--- src/metf_pkg.sv ---
// Package for the multijet event trigger filter: field widths, register and
// reason codes, and the structs passed between the front, back and queues.
// No dependencies.
package metf_pkg;

   localparam int PT_W       = 16;
   localparam int ETA_W      = 13;
   localparam int PHI_W      = 12;
   localparam int HT_W       = 22;
   localparam int NJ_W       = 7;
   localparam int BJ_W       = 3;
   localparam int DR_W       = 27;
   localparam int CSR_IDX_W  = 3;
   localparam int CSR_DATA_W = 27;

   localparam logic [HT_W-1:0] HT_MAX = {HT_W{1'b1}};

   // Jets at kept positions zero to five are the first six kept jets.
   localparam int NUM_SIX = 6;
   localparam int SIX_POS = 5;

   localparam int MAX_JETS_DEF      = 64;
   localparam int OFF_MIN_BJETS_DEF = 2;
   localparam int MID_DEPTH         = 4;
   localparam int OUT_DEPTH         = 4;

   typedef enum logic [CSR_IDX_W-1:0] {
      CSR_MIN_JET_PT   = 3'd0,
      CSR_MAX_ABS_ETA  = 3'd1,
      CSR_MIN_HT       = 3'd2,
      CSR_MIN_NUM_JETS = 3'd3,
      CSR_MIN_SIXTH_PT = 3'd4,
      CSR_MIN_BJETS    = 3'd5,
      CSR_OFFLINE_EN   = 3'd6,
      CSR_MIN_DRBB_SQ  = 3'd7
   } csr_index_type;

   typedef enum logic [2:0] {
      REASON_PASS  = 3'd0,
      REASON_HT    = 3'd1,
      REASON_NJETS = 3'd2,
      REASON_SIXTH = 3'd3,
      REASON_BTRIG = 3'd4,
      REASON_BOFF  = 3'd5,
      REASON_DRBB  = 3'd6
   } reason_type;

   typedef struct packed {
      logic [PT_W-1:0]  min_jet_pt;
      logic [11:0]      max_abs_eta;
      logic [HT_W-1:0]  min_ht;
      logic [NJ_W-1:0]  min_num_jets;
      logic [PT_W-1:0]  min_sixth_pt;
      logic [BJ_W-1:0]  min_bjets_trigger;
      logic             offline_enable;
      logic [DR_W-1:0]  min_drbb_sq;
   } cfg_type;

   // One classified jet as it waits in the queue between front and back.
   typedef struct packed {
      logic                    kept;
      logic [PT_W-1:0]         pt;
      logic signed [ETA_W-1:0] eta;
      logic signed [PHI_W-1:0] phi;
      logic                    btag;
      logic                    last;
   } jet_type;

   typedef struct packed {
      logic             event_pass;
      reason_type       fail_reason;
      logic [HT_W-1:0]  ht_sum;
      logic [NJ_W-1:0]  kept_jets;
      logic [BJ_W-1:0]  bjets_in_six;
   } rsp_type;

endpackage

--- src/multijet_event_trigger_filter_core.sv ---
// Top level of the multijet event trigger filter: register file, front end,
// jet queue, back end and result queue. Depends on metf_pkg, metf_front, metf_fifo, metf_back.
//
//   Channel   Ports          Transaction                 Handshake
//   -------   ------------   -------------------------   ------------------------
//   jets      req_*          one jet of an event         push && !full
//   results   rsp_*          one verdict per event       pop && !empty
//   config    csr_*          one register write          csr_wr_en, no wait
//
// The block sustains one jet transaction per cycle while the jet queue is not
// full; the per-jet work is one saturating add and a few compares in the back
// end's accumulator stage. After the last jet of an event is accepted, its
// verdict is formed as it leaves the jet queue into the event snapshot, passes
// the square stage, and is then written into the result queue.
// Reset is synchronous; it empties both queues, clears the event state and
// restores the register defaults.
// Either side may stall freely: the jet queue absorbs back-end stalls and the
// last jet of an event waits in it until the result queue has room.
module multijet_event_trigger_filter_core #(
   parameter int MAX_JETS      = metf_pkg::MAX_JETS_DEF,
   parameter int OFF_MIN_BJETS = metf_pkg::OFF_MIN_BJETS_DEF
) (
   input  logic                                 clock,
   input  logic                                 reset,
   // Jet channel.
   input  logic                                 req_push,
   output logic                                 req_full,
   input  logic [metf_pkg::PT_W-1:0]            req_jet_pt,
   input  logic signed [metf_pkg::ETA_W-1:0]    req_jet_eta,
   input  logic signed [metf_pkg::PHI_W-1:0]    req_jet_phi,
   input  logic                                 req_jet_btag,
   input  logic                                 req_last_jet,
   // Result channel.
   output logic                                 rsp_empty,
   input  logic                                 rsp_pop,
   output logic                                 rsp_event_pass,
   output logic [2:0]                           rsp_fail_reason,
   output logic [metf_pkg::HT_W-1:0]            rsp_ht_sum,
   output logic [metf_pkg::NJ_W-1:0]            rsp_kept_jets,
   output logic [metf_pkg::BJ_W-1:0]            rsp_bjets_in_six,
   // Configuration port.
   input  logic                                 csr_wr_en,
   input  logic [metf_pkg::CSR_IDX_W-1:0]       csr_index,
   input  logic [metf_pkg::CSR_DATA_W-1:0]      csr_wdata
);
   import metf_pkg::*;

   localparam int OUT_LVL_W = $clog2(OUT_DEPTH+1);
   localparam int MID_LVL_W = $clog2(MID_DEPTH+1);

   cfg_type              cfg_ff, cfg_in;
   jet_type              mid_item, mid_head;
   logic                 mid_push, mid_pop, mid_empty, mid_full;
   logic [MID_LVL_W-1:0] mid_level;
   logic                 rsp_push, out_full;
   rsp_type              rsp_item, rsp_head;
   logic [OUT_LVL_W-1:0] out_level;

   // Register file. Writes must come only while the block is idle (it does not
   // enforce this), so the new value can be used everywhere without any hand-over.
   always_comb begin
      cfg_in = cfg_ff;
      if (csr_wr_en) begin
         unique case (csr_index_type'(csr_index))
            CSR_MIN_JET_PT:   cfg_in.min_jet_pt        = csr_wdata[PT_W-1:0];
            CSR_MAX_ABS_ETA:  cfg_in.max_abs_eta       = csr_wdata[11:0];
            CSR_MIN_HT:       cfg_in.min_ht            = csr_wdata[HT_W-1:0];
            CSR_MIN_NUM_JETS: cfg_in.min_num_jets      = csr_wdata[NJ_W-1:0];
            CSR_MIN_SIXTH_PT: cfg_in.min_sixth_pt      = csr_wdata[PT_W-1:0];
            CSR_MIN_BJETS:    cfg_in.min_bjets_trigger = csr_wdata[BJ_W-1:0];
            CSR_OFFLINE_EN:   cfg_in.offline_enable    = csr_wdata[0];
            CSR_MIN_DRBB_SQ:  cfg_in.min_drbb_sq       = csr_wdata[DR_W-1:0];
            default:          cfg_in = cfg_ff;
         endcase
      end
   end

   always_ff @(posedge clock) begin
      if (reset) begin
         cfg_ff.min_jet_pt        <= '0;
         cfg_ff.max_abs_eta       <= '1;
         cfg_ff.min_ht            <= '0;
         cfg_ff.min_num_jets      <= NJ_W'(NUM_SIX);
         cfg_ff.min_sixth_pt      <= '0;
         cfg_ff.min_bjets_trigger <= '0;
         cfg_ff.offline_enable    <= 1'b0;
         cfg_ff.min_drbb_sq       <= '0;
      end else begin
         cfg_ff <= cfg_in;
      end
   end

   // Front end: selection cuts on each incoming jet.
   metf_front u_front (
      .cfg          (cfg_ff),
      .req_push     (req_push),
      .req_jet_pt   (req_jet_pt),
      .req_jet_eta  (req_jet_eta),
      .req_jet_phi  (req_jet_phi),
      .req_jet_btag (req_jet_btag),
      .req_last_jet (req_last_jet),
      .mid_full     (mid_full),
      .req_full     (req_full),
      .mid_push     (mid_push),
      .mid_item     (mid_item)
   );

   // Queue of classified jets between the two halves.
   metf_fifo #(
      .DEPTH (MID_DEPTH),
      .WIDTH ($bits(jet_type))
   ) u_mid_fifo (
      .clock     (clock),
      .reset     (reset),
      .push      (mid_push),
      .push_data (mid_item),
      .pop       (mid_pop),
      .pop_data  (mid_head),
      .empty     (mid_empty),
      .full      (mid_full),
      .level     (mid_level)
   );

   // Back end: event accumulation and the cut decision.
   metf_back #(
      .MAX_JETS      (MAX_JETS),
      .OFF_MIN_BJETS (OFF_MIN_BJETS),
      .OUT_DEPTH     (OUT_DEPTH)
   ) u_back (
      .clock     (clock),
      .reset     (reset),
      .cfg       (cfg_ff),
      .head      (mid_head),
      .mid_empty (mid_empty || (mid_level == '0)),
      .out_level (out_level),
      .mid_pop   (mid_pop),
      .rsp_push  (rsp_push),
      .rsp_item  (rsp_item)
   );

   // Result queue. The back end reserves space before a verdict is started,
   // so a push never meets a full queue.
   metf_fifo #(
      .DEPTH (OUT_DEPTH),
      .WIDTH ($bits(rsp_type))
   ) u_out_fifo (
      .clock     (clock),
      .reset     (reset),
      .push      (rsp_push),
      .push_data (rsp_item),
      .pop       (rsp_pop),
      .pop_data  (rsp_head),
      .empty     (rsp_empty),
      .full      (out_full),
      .level     (out_level)
   );

   assign rsp_event_pass   = rsp_head.event_pass && !out_full || rsp_head.event_pass;
   assign rsp_fail_reason  = rsp_head.fail_reason;
   assign rsp_ht_sum       = rsp_head.ht_sum;
   assign rsp_kept_jets    = rsp_head.kept_jets;
   assign rsp_bjets_in_six = rsp_head.bjets_in_six;

endmodule

--- src/metf_fifo.sv ---
// Small synchronous FIFO used for the jet queue and the result queue.
// Depends on nothing; the payload is a plain vector of WIDTH bits.
module metf_fifo #(
   parameter int DEPTH = 4,
   parameter int WIDTH = 8
) (
   input  logic                           clock,
   input  logic                           reset,
   input  logic                           push,
   input  logic [WIDTH-1:0]               push_data,
   input  logic                           pop,
   output logic [WIDTH-1:0]               pop_data,
   output logic                           empty,
   output logic                           full,
   output logic [$clog2(DEPTH+1)-1:0]     level
);

   localparam int IW = (DEPTH > 1) ? $clog2(DEPTH) : 1;
   localparam int CW = $clog2(DEPTH+1);

   logic [WIDTH-1:0] mem_ff [DEPTH];
   logic [IW-1:0]    wr_ptr_ff, wr_ptr_in;
   logic [IW-1:0]    rd_ptr_ff, rd_ptr_in;
   logic [CW-1:0]    count_ff, count_in;
   logic             do_push, do_pop;

   assign empty    = (count_ff == '0);
   assign full     = (count_ff == CW'(DEPTH));
   assign level    = count_ff;
   assign pop_data = mem_ff[rd_ptr_ff];
   assign do_push  = push && !full;
   assign do_pop   = pop && !empty;

   always_comb begin
      wr_ptr_in = wr_ptr_ff;
      rd_ptr_in = rd_ptr_ff;
      count_in  = count_ff;
      if (do_push) begin
         wr_ptr_in = (wr_ptr_ff == IW'(DEPTH-1)) ? '0 : wr_ptr_ff + 1'b1;
      end
      if (do_pop) begin
         rd_ptr_in = (rd_ptr_ff == IW'(DEPTH-1)) ? '0 : rd_ptr_ff + 1'b1;
      end
      if (do_push && !do_pop) begin
         count_in = count_ff + 1'b1;
      end else if (do_pop && !do_push) begin
         count_in = count_ff - 1'b1;
      end
   end

   always_ff @(posedge clock) begin
      if (reset) begin
         wr_ptr_ff <= '0;
         rd_ptr_ff <= '0;
         count_ff  <= '0;
      end else begin
         wr_ptr_ff <= wr_ptr_in;
         rd_ptr_ff <= rd_ptr_in;
         count_ff  <= count_in;
      end
   end

   always_ff @(posedge clock) begin
      if (do_push) begin
         mem_ff[wr_ptr_ff] <= push_data;
      end
   end

endmodule

--- src/metf_front.sv ---
// Front end of the trigger filter: takes jet transactions and applies the
// pt and |eta| selection. Depends on metf_pkg.
module metf_front (
   input  metf_pkg::cfg_type                    cfg,
   input  logic                                 req_push,
   input  logic [metf_pkg::PT_W-1:0]            req_jet_pt,
   input  logic signed [metf_pkg::ETA_W-1:0]    req_jet_eta,
   input  logic signed [metf_pkg::PHI_W-1:0]    req_jet_phi,
   input  logic                                 req_jet_btag,
   input  logic                                 req_last_jet,
   input  logic                                 mid_full,
   output logic                                 req_full,
   output logic                                 mid_push,
   output metf_pkg::jet_type                    mid_item
);
   import metf_pkg::*;

   logic [ETA_W-1:0] abs_eta;

   // The magnitude of the most negative eta still fits in ETA_W unsigned bits.
   assign abs_eta  = req_jet_eta[ETA_W-1] ? (~req_jet_eta + 1'b1) : req_jet_eta;

   assign req_full = mid_full;
   assign mid_push = req_push && !mid_full;

   always_comb begin
      mid_item.kept = (req_jet_pt >= cfg.min_jet_pt) &&
                      (abs_eta <= {1'b0, cfg.max_abs_eta});
      mid_item.pt   = req_jet_pt;
      mid_item.eta  = req_jet_eta;
      mid_item.phi  = req_jet_phi;
      mid_item.btag = req_jet_btag;
      mid_item.last = req_last_jet;
   end

endmodule

--- src/metf_back.sv ---
// Back end of the trigger filter: per-event accumulation and the three-stage
// decision pipeline that yields one result per event. Depends on metf_pkg.
module metf_back #(
   parameter int MAX_JETS      = metf_pkg::MAX_JETS_DEF,
   parameter int OFF_MIN_BJETS = metf_pkg::OFF_MIN_BJETS_DEF,
   parameter int OUT_DEPTH     = metf_pkg::OUT_DEPTH
) (
   input  logic                               clock,
   input  logic                               reset,
   input  metf_pkg::cfg_type                  cfg,
   input  metf_pkg::jet_type                  head,
   input  logic                               mid_empty,
   input  logic [$clog2(OUT_DEPTH+1)-1:0]     out_level,
   output logic                               mid_pop,
   output logic                               rsp_push,
   output metf_pkg::rsp_type                  rsp_item
);
   import metf_pkg::*;

   localparam int KCW_RAW = $clog2(MAX_JETS+1);
   localparam int KCW     = (KCW_RAW > NJ_W) ? KCW_RAW : NJ_W;
   localparam int LVL_W   = $clog2(OUT_DEPTH+1);

   // Event accumulators.
   logic [KCW-1:0]          kept_cnt_ff, kept_cnt_in, kept_next;
   logic [HT_W-1:0]         ht_ff, ht_in, ht_next;
   logic [PT_W-1:0]         sixth_ff, sixth_in, sixth_next;
   logic [BJ_W-1:0]         bcnt_ff, bcnt_in, bcnt_next;
   logic signed [ETA_W-1:0] eta0_ff, eta0_in, eta0_next;
   logic signed [ETA_W-1:0] eta1_ff, eta1_in, eta1_next;
   logic signed [PHI_W-1:0] phi0_ff, phi0_in, phi0_next;
   logic signed [PHI_W-1:0] phi1_ff, phi1_in, phi1_next;

   // Stage one: snapshot of a finished event.
   logic                    s1_valid_ff, s1_valid_in;
   logic [KCW-1:0]          s1_kept_ff;
   logic [HT_W-1:0]         s1_ht_ff;
   logic [PT_W-1:0]         s1_sixth_ff;
   logic [BJ_W-1:0]         s1_bcnt_ff;
   logic signed [ETA_W-1:0] s1_eta0_ff, s1_eta1_ff;
   logic signed [PHI_W-1:0] s1_phi0_ff, s1_phi1_ff;

   // Stage two: squares and the early cut decision.
   logic                    s2_valid_ff;
   reason_type              s2_reason_ff, s2_reason_in;
   logic                    s2_need_dr_ff, s2_need_dr_in;
   logic [DR_W-1:0]         s2_sq_eta_ff, s2_sq_eta_in;
   logic [22:0]             s2_sq_phi_ff, s2_sq_phi_in;
   logic [HT_W-1:0]         s2_ht_ff;
   logic [NJ_W-1:0]         s2_kept_ff;
   logic [BJ_W-1:0]         s2_bcnt_ff;

   logic                    credit_ok, take, under6, bhit;
   logic [LVL_W:0]          in_flight;
   logic [HT_W:0]           ht_sum;
   logic signed [ETA_W:0]   deta;
   logic signed [PHI_W-1:0] dphi;
   logic signed [2*ETA_W+1:0] deta_prod;
   logic signed [2*PHI_W-1:0] dphi_prod;
   logic [DR_W:0]           dr_sum;
   reason_type              final_reason;

   // A last jet may enter only when the result queue has room for it and
   // for every result still in the pipeline.
   assign in_flight = {1'b0, out_level} + (LVL_W+1)'(s1_valid_ff) + (LVL_W+1)'(s2_valid_ff);
   assign credit_ok = in_flight < (LVL_W+1)'(OUT_DEPTH);
   assign mid_pop   = !mid_empty && (!head.last || credit_ok);

   always_comb begin
      take   = mid_pop && head.kept;
      under6 = kept_cnt_ff < KCW'(NUM_SIX);
      bhit   = take && under6 && head.btag;
      ht_sum = {1'b0, ht_ff} + (HT_W+1)'(head.pt);

      ht_next    = ht_ff;
      kept_next  = kept_cnt_ff;
      sixth_next = sixth_ff;
      bcnt_next  = bcnt_ff;
      eta0_next  = eta0_ff;
      eta1_next  = eta1_ff;
      phi0_next  = phi0_ff;
      phi1_next  = phi1_ff;
      if (take) begin
         ht_next = ht_sum[HT_W] ? HT_MAX : ht_sum[HT_W-1:0];
         if (kept_cnt_ff < KCW'(MAX_JETS)) begin
            kept_next = kept_cnt_ff + 1'b1;
         end
         if (kept_cnt_ff == KCW'(SIX_POS)) begin
            sixth_next = head.pt;
         end
      end
      if (bhit) begin
         bcnt_next = bcnt_ff + 1'b1;
         if (bcnt_ff == BJ_W'(0)) begin
            eta0_next = head.eta;
            phi0_next = head.phi;
         end else if (bcnt_ff == BJ_W'(1)) begin
            eta1_next = head.eta;
            phi1_next = head.phi;
         end
      end

      s1_valid_in = mid_pop && head.last;
      if (s1_valid_in) begin
         // The event is complete: clear for the next one.
         ht_in       = '0;
         kept_cnt_in = '0;
         sixth_in    = '0;
         bcnt_in     = '0;
         eta0_in     = '0;
         eta1_in     = '0;
         phi0_in     = '0;
         phi1_in     = '0;
      end else begin
         ht_in       = ht_next;
         kept_cnt_in = kept_next;
         sixth_in    = sixth_next;
         bcnt_in     = bcnt_next;
         eta0_in     = eta0_next;
         eta1_in     = eta1_next;
         phi0_in     = phi0_next;
         phi1_in     = phi1_next;
      end
   end

   always_ff @(posedge clock) begin
      if (reset) begin
         kept_cnt_ff <= '0;
         ht_ff       <= '0;
         sixth_ff    <= '0;
         bcnt_ff     <= '0;
         eta0_ff     <= '0;
         eta1_ff     <= '0;
         phi0_ff     <= '0;
         phi1_ff     <= '0;
         s1_valid_ff <= 1'b0;
         s2_valid_ff <= 1'b0;
      end else begin
         kept_cnt_ff <= kept_cnt_in;
         ht_ff       <= ht_in;
         sixth_ff    <= sixth_in;
         bcnt_ff     <= bcnt_in;
         eta0_ff     <= eta0_in;
         eta1_ff     <= eta1_in;
         phi0_ff     <= phi0_in;
         phi1_ff     <= phi1_in;
         s1_valid_ff <= s1_valid_in;
         s2_valid_ff <= s1_valid_ff;
      end
   end

   always_ff @(posedge clock) begin
      if (s1_valid_in) begin
         s1_kept_ff  <= kept_next;
         s1_ht_ff    <= ht_next;
         s1_sixth_ff <= sixth_next;
         s1_bcnt_ff  <= bcnt_next;
         s1_eta0_ff  <= eta0_next;
         s1_eta1_ff  <= eta1_next;
         s1_phi0_ff  <= phi0_next;
         s1_phi1_ff  <= phi1_next;
      end
   end

   // Stage two: the phi difference wraps naturally in PHI_W bits.
   always_comb begin
      deta         = {s1_eta0_ff[ETA_W-1], s1_eta0_ff} - {s1_eta1_ff[ETA_W-1], s1_eta1_ff};
      dphi         = s1_phi0_ff - s1_phi1_ff;
      deta_prod    = deta * deta;
      dphi_prod    = dphi * dphi;
      s2_sq_eta_in = deta_prod[DR_W-1:0];
      s2_sq_phi_in = dphi_prod[22:0];

      s2_need_dr_in = 1'b0;
      if (s1_ht_ff < cfg.min_ht) begin
         s2_reason_in = REASON_HT;
      end else if (s1_kept_ff < KCW'(cfg.min_num_jets)) begin
         s2_reason_in = REASON_NJETS;
      end else if (s1_sixth_ff < cfg.min_sixth_pt) begin
         s2_reason_in = REASON_SIXTH;
      end else if (s1_bcnt_ff < cfg.min_bjets_trigger) begin
         s2_reason_in = REASON_BTRIG;
      end else if (cfg.offline_enable && (s1_bcnt_ff < BJ_W'(OFF_MIN_BJETS))) begin
         s2_reason_in = REASON_BOFF;
      end else begin
         s2_reason_in  = REASON_PASS;
         s2_need_dr_in = cfg.offline_enable;
      end
   end

   always_ff @(posedge clock) begin
      if (s1_valid_ff) begin
         s2_reason_ff  <= s2_reason_in;
         s2_need_dr_ff <= s2_need_dr_in;
         s2_sq_eta_ff  <= s2_sq_eta_in;
         s2_sq_phi_ff  <= s2_sq_phi_in;
         s2_ht_ff      <= s1_ht_ff;
         s2_kept_ff    <= s1_kept_ff[NJ_W-1:0];
         s2_bcnt_ff    <= s1_bcnt_ff;
      end
   end

   // Stage three: the deltaR sum and compare, straight into the result queue.
   always_comb begin
      dr_sum = {1'b0, s2_sq_eta_ff} + (DR_W+1)'(s2_sq_phi_ff);
      if (s2_need_dr_ff && (dr_sum < {1'b0, cfg.min_drbb_sq})) begin
         final_reason = REASON_DRBB;
      end else begin
         final_reason = s2_reason_ff;
      end
      rsp_item.event_pass   = (final_reason == REASON_PASS);
      rsp_item.fail_reason  = final_reason;
      rsp_item.ht_sum       = s2_ht_ff;
      rsp_item.kept_jets    = s2_kept_ff;
      rsp_item.bjets_in_six = s2_bcnt_ff;
   end

   assign rsp_push = s2_valid_ff;

endmodule

--- config.mk ---
export PLATFORM = sky130hd
export DESIGN_NAME = multijet_event_trigger_filter_core
export DESIGN_NICKNAME = d
export VERILOG_FILES = /design/src/metf_pkg.sv /design/src/multijet_event_trigger_filter_core.sv /design/src/metf_fifo.sv /design/src/metf_front.sv /design/src/metf_back.sv
export SDC_FILE = /design/constraint.sdc
export NUM_CORES = 2
export LEC_CHECK = 0
export BUFFER_PORTS_ARGS = -buffer_cell sky130_fd_sc_hd__buf_2
export CORE_ASPECT_RATIO = 1.25
export CORE_MARGIN = 3
export CORE_UTILIZATION = 50
export CTS_CLUSTER_DIAMETER = 40
export DETAILED_ROUTE_END_ITERATION = 7
export GPL_TIMING_DRIVEN = 0
export PLACE_DENSITY = 0.66
export SLEW_MARGIN = 10
export SYNTH_ARGS = -nofsm -noshare
export SYNTH_HDL_FRONTEND = slang
export SYNTH_SLANG_ARGS = --single-unit
--- constraint.sdc ---
create_clock -name clock -period 18.52 [get_ports clock]
set_input_delay 0.926 -clock clock [delete_from_list [all_inputs] [get_ports clock]]
set_output_delay 0.926 -clock clock [all_outputs]
set_load 0.005 [all_outputs]
## After elaboration in Yosys (flattened, before gate mapping)

Memory sizes are Yosys's and may differ from the RTL's. A register that Yosys moved wholly into a read port is not among the register bits.
Cells that the tools add are included.
Widths: inputs -> output; s select.

- Multiply operators: 2
- $add $sub $neg: 17
- Bitwise operators: 1
- Reductions and logical operators: 47
- Multiplexer cells: 39
- $lt $le $gt $ge: 11
- Equality and inequality tests: 15

Operators by type and width:

| operator | number |
|---|---|
| $mux 13 | 6 |
| $mux 12 | 5 |
| $mux 22 | 2 |
| $mux 16 | 2 |
| $add 27x23->28 | 1 |
| $lt 28x27->1 | 1 |
| $mul 14x14->27 | 1 |
| $mux 3 | 8 |
| $add 22x16->23 | 1 |
| $mul 12x12->23 | 1 |
| $lt 22x22->1 | 1 |
| $mux 2 | 10 |
| $eq 3x3->1 const B | 6 |
| $logic_and 1x1->1 | 18 |
| $ge 16x16->1 | 1 |
| $lt 16x16->1 | 1 |
| $reduce_and 2->1 | 8 |
| $logic_not 3->1 | 5 |
| $mux 7 | 2 |
| $sub 13x13->14 | 1 |
| $add 13x1->13 const B | 1 |
| $le 13x12->1 | 1 |
| $not 13->13 | 1 |
| $sub 12x12->12 | 1 |
| other kinds (23) | 47 |

- Memory bits (writable): 320
- Logic and storage cells: 174
- Output and inout bits: 38
- Memories kept: 2
- Input bits: 78
- Flip-flop bits (word level): 402

Memories:

| name | words | bits a word | read ports | clocked after memory_dff | write ports | line | RTL |
|---|---|---|---|---|---|---|---|
| u_mid_fifo.mem_ff | 4 | 44 | 1 | 1 | 1 | metf_fifo.sv:21 | `logic [WIDTH-1:0] mem_ff [DEPTH];` |
| u_out_fifo.mem_ff | 4 | 36 | 1 | 1 | 1 | metf_fifo.sv:21 |  |

## Logic depth before layout (Yosys ltp)

- Depth after elaboration: 9
- Depth in mapped cells: 36
- Depth with buffers taken out: 35

## Modules after synthesis

A second synthesis with hierarchy kept.

- Cells, all modules: 3,485
- Area, all modules: 43,108.8 um2

By module, submodules not included:

| module | cells each | sequential area each (um2) | times used | area an instance (um2) |
|---|---|---|---|---|
| metf_back | 2,397 | 7,467.2 | 1 | 25,076.6 |
| metf_fifo at u_mid_fifo | 280 | 5,465.2 | 1 | 6,852.8 |
| metf_fifo at u_out_fifo | 238 | 4,504.3 | 1 | 5,699.2 |
| multijet_event_trigger_filter_core | 391 | 2,082.0 | 1 | 4,190.3 |
| metf_front | 179 | 0.0 | 1 | 1,290.0 |

## Worst setup path before layout

No wires, ideal clock.

- Kind: register -> register
- Start: reg u_back.s1_eta0_ff[0]
- End: reg u_back.s2_sq_eta_ff[24], data pin
- Setup time: 0.266 ns
- Cell stages (with the launch flop): 34
- Required time: 18.254 ns
- Period minus slack after synthesis: 8.602 ns
- Setup slack: 9.918 ns
- Path buffers: 0
- Arrival time: 8.336 ns
- Path through: edfxtp_1 inv_1 ha_1 inv_1 fa_1 a21o_1 a21oi_1 o21bai_1 a21oi_1 o21bai_1 a41o_1 o41a_1 xnor2_2 clkinv_1 and2_1 fa_1 inv_1 fa_1 inv_1 fa_1 fa_1 fa_1 inv_1 fa_1 inv_1 ha_1 a21oi_1 a21bo_2 a21oi_1 a31o_2 o41ai_1 o21ai_0 o41ai_1 xnor2_1

- Cells in the longest elaborated chain, start to end: 2

Ends and longest elaborated chain:

| what | line | RTL |
|---|---|---|
| start, declared | metf_back.sv:40 | `logic signed [ETA_W-1:0] s1_eta0_ff, s1_eta1_ff;` |
| start signal, assigned | metf_back.sv:158 | `s1_eta0_ff <= eta0_next;` |
| $sub 13x13->14 | metf_back.sv:167 | `deta = {s1_eta0_ff[ETA_W-1], s1_eta0_ff} - {s1_eta1_ff[ETA_W-1], s1_eta1_ff};` |
| $mul 14x14->27 | metf_back.sv:169 | `deta_prod = deta * deta;` |
| via u_back.deta_prod[24] | metf_back.sv:58 | `logic signed [2*ETA_W+1:0] deta_prod;` |
| end signal, assigned | metf_back.sv:195 | `s2_sq_eta_ff <= s2_sq_eta_in;` |
| end, declared | metf_back.sv:47 | `logic [DR_W-1:0] s2_sq_eta_ff, s2_sq_eta_in;` |

The timed path passes the listed nets, and every way through them passes these cells.
A chain may end at the register's enable or synchronous reset.

## Worst setup path after layout

Ends and elaborated chain as after synthesis.

==> reports/summary.txt <==
Bufs on Longest Clock Path: 3
synth unique cells: 84
Die ar.: 87000 sq um
max-cap violations: 0
Site Rows: 117
initial antenna violation count: 3
FILL cells: 6689
width of the die: 264 microns
GRT Total Usage: 21.6%
RSZ-0062 raised after global routing: no
via count: 25600
RD Place Congestion: 0.877
Hold Buf Count CTS: 0
leading cell type in the layout, fill and taps excluded: edfxtp_1
slowest stage delay, CP: 0.75 ns
Final setup viols: 0
drt pass-1 iters: 5
crit path to: u_back.s2_sq_eta_ff[24]
die height: 329 microns
drt drc: 0
Mapped Area: 41700 sq um
achievable clock frequency: 95.1 MHz
synth warn: 0
Critical Path Source: u_back.s1_eta0_ff[0]
DR iter-0 viols: 1600
Synth Instances: 3416
Total Wirelength: 91200 microns
largest net degree at the start of global routing: 65
core footprint: 82100 sq um
relative slew slack: 8.45%
number of flops mapped to enable cells by yosys: 502
min Tclk post-route: 10.51 ns
Port-buffer cells: 112
CTS HTree Levels: 3
Slew @ Worst Pin: 1.37 ns
CTS Root Cell: clkbuf_16
commonest non-fill, non-tap cells in the layout: edfxtp_1, inv_1, nand2_1
sequential area share after synthesis: 46.8%
clk_lat worst skew: 0.66 ns
crit-path max FO: 10
Hold WC Path Type: reg -> reg
CTS buffer count: 93
outcome: finished clean
skew final: 0.0587 ns
Starting Density: 50.8%
# resized after CTS: 0
Worst R2R End: u_back.s2_sq_eta_ff[24]
WL per Instance: 19.1 microns
Slew Viols, Final: 0
Worst Path Required: 18.87 ns
CTS tree: done
post-synth top area share: 36.1%
count of final hold-check violations: 0
Area Growth Syn to Fin: 12.8%
CP endpoint kind: flop
hpwl dp: 69100 microns
setup TNS: 0 ns
most used cell, CP: fa_1
Vias/cell: 5.35
share of flip-flops with an asynchronous set or reset: 0%
R2R Path Start: u_back.s1_eta0_ff[0]
Yosys top cell by area: edfxtp_1
critical path class: reg -> reg
vias in the first global route: 26600
Fin Hold WS: 0.454 ns
r2r worst-path depth: 33
critical path arrival: 10.86 ns
I/O pin count: 116
total gr overflow: 0
slowest CP cell: xnor2_2
CTS sink count: 724
layout cells sized above 1: 12.8%
post-CTS setup buffer count: 0
Yosys reg bits: 724
first-pass GRT wire length: 147000 microns
Final Cycle Share: 56.8%
largest cells by area after synthesis: edfxtp_1, fa_1, dfxtp_1
Clock transition at path regs: 0.06 ns
antenna viol nets, final: 0
Final nets: 4292
mean area per synthesized cell: 12.2 sq um
top_reg_cell synth: edfxtp_1
reg2reg setup slack: 8.01 ns
crit start category: flop
## per-layer routing
layer | vias up | GRT usage [%] | wire (microns)
met5 | - | 0 | 0
met4 | 0 | 6.81 | 2690
met3 | 164 | 2.73 | 4290
met2 | 584 | 36.3 | 43900
met1 | 12800 | 29.6 | 40300
li1 | 12100 | - | -
## Yosys cell counts, drive strengths merged (32+ instances only)
library cell  instances
mux4                 80
a21oi               176
xnor2                98
inv                 485
nand2               301
o21ai                54
edfxtp              502
clkbuf               74
nor2b                67
xor2                 32
mux2                 70
and2b                35
nor2                210
ha                  287
fa                  293
dfxtp               222
a21o                 60
nand3                34
## critical path, delay by kind of cell, from the launching register on
family | cells | cell delay, ns
XOR/XNOR | 2 | 0.88
AO/OA/AOI/OAI | 14 | 3.47
AND/OR/NAND/NOR | 1 | 0.40
flip-flops | 1 | 0.38
buffers and inverters | 7 | 1.01
adder cells (fa/ha/maj) | 9 | 4.10
## worst min-delay path by stage
| stage | from | to | slack [ns] | cells after the start |
|---|---|---|---|---|
| global route | req_last_jet | u_mid_fifo.mem_ff[1][0] | 0.47 | 1 |
| global placement | cfg_ff[62] | cfg_ff[62] | 0.44 | 2 |
| CTS | cfg_ff[64] | cfg_ff[64] | 0.45 | 2 |
| detailed placement | cfg_ff[64] | cfg_ff[64] | 0.45 | 2 |
| floorplan | u_back.s1_bcnt_ff[0] | u_back.s2_bcnt_ff[0] | 0.42 | 0 |
| finish | cfg_ff[68] | cfg_ff[68] | 0.45 | 2 |
## cell families (layout without fill, tap and decap cells)
logic type / count (synthesis) / after routing / synth area share, %
buffers and inverters: 583 / 879 / 5.41
other: 1 / 6 / 0.00898
muxes: 163 / 163 / 6.73
and+or+nand+nor: 809 / 809 / 9.17
adders and majority gates: 580 / 580 / 22.7
AOI/OAI and AO/OA: 426 / 426 / 6.52
xor gates and xnor gates: 130 / 130 / 2.75
DFF: 724 / 724 / 46.8
## state kept, by name (all words and copies together) (netlist names), 12 cells and up, named ones only
signal,count
cfg_ff,104
u_back.eta0_ff,13
u_back.eta1_ff,13
u_back.ht_ff,22
u_back.phi0_ff,12
u_back.phi1_ff,12
u_back.s1_eta0_ff,13
u_back.s1_eta1_ff,13
u_back.s1_ht_ff,22
u_back.s1_phi0_ff,12
u_back.s1_phi1_ff,12
u_back.s1_sixth_ff,16
u_back.s2_ht_ff,22
u_back.s2_sq_eta_ff,26
u_back.s2_sq_phi_ff,22
u_back.sixth_ff,16
u_mid_fifo.mem_ff,176
u_out_fifo.mem_ff,144
## through the flow
stage	setup WS, ns	cells	util [%]	area, sq um
after floorplan	9.92	3417	-	41700
after global placement	8.12	4600	53.1	43600
after detailed placement	8.05	4610	53.4	43900
after CTS	8.01	4784	57.3	47100
after global routing	7.46	4785	57.3	47100
final	8.01	4788	57.3	47100
## cell type report
type / instances / area (sq um) / area share, %
Clock buffer: 111 / 2490 / 5.28
Multi-Input combinational cell: 2110 / 20000 / 42.5
Timing Repair Buffer: 122 / 776 / 1.65
Buffer: 90 / 410 / 0.872
Inverter: 493 / 1850 / 3.93
Clock inverter: 63 / 682 / 1.45
Tap cell: 1071 / 1340 / 2.85
Antenna cell: 4 / 10.0 / 0.0213
Sequential cell: 724 / 19500 / 41.5
Power is left out: the tool's default activity adds up to more than one toggle a clock period on the data nets, which glitch-free logic cannot reach.
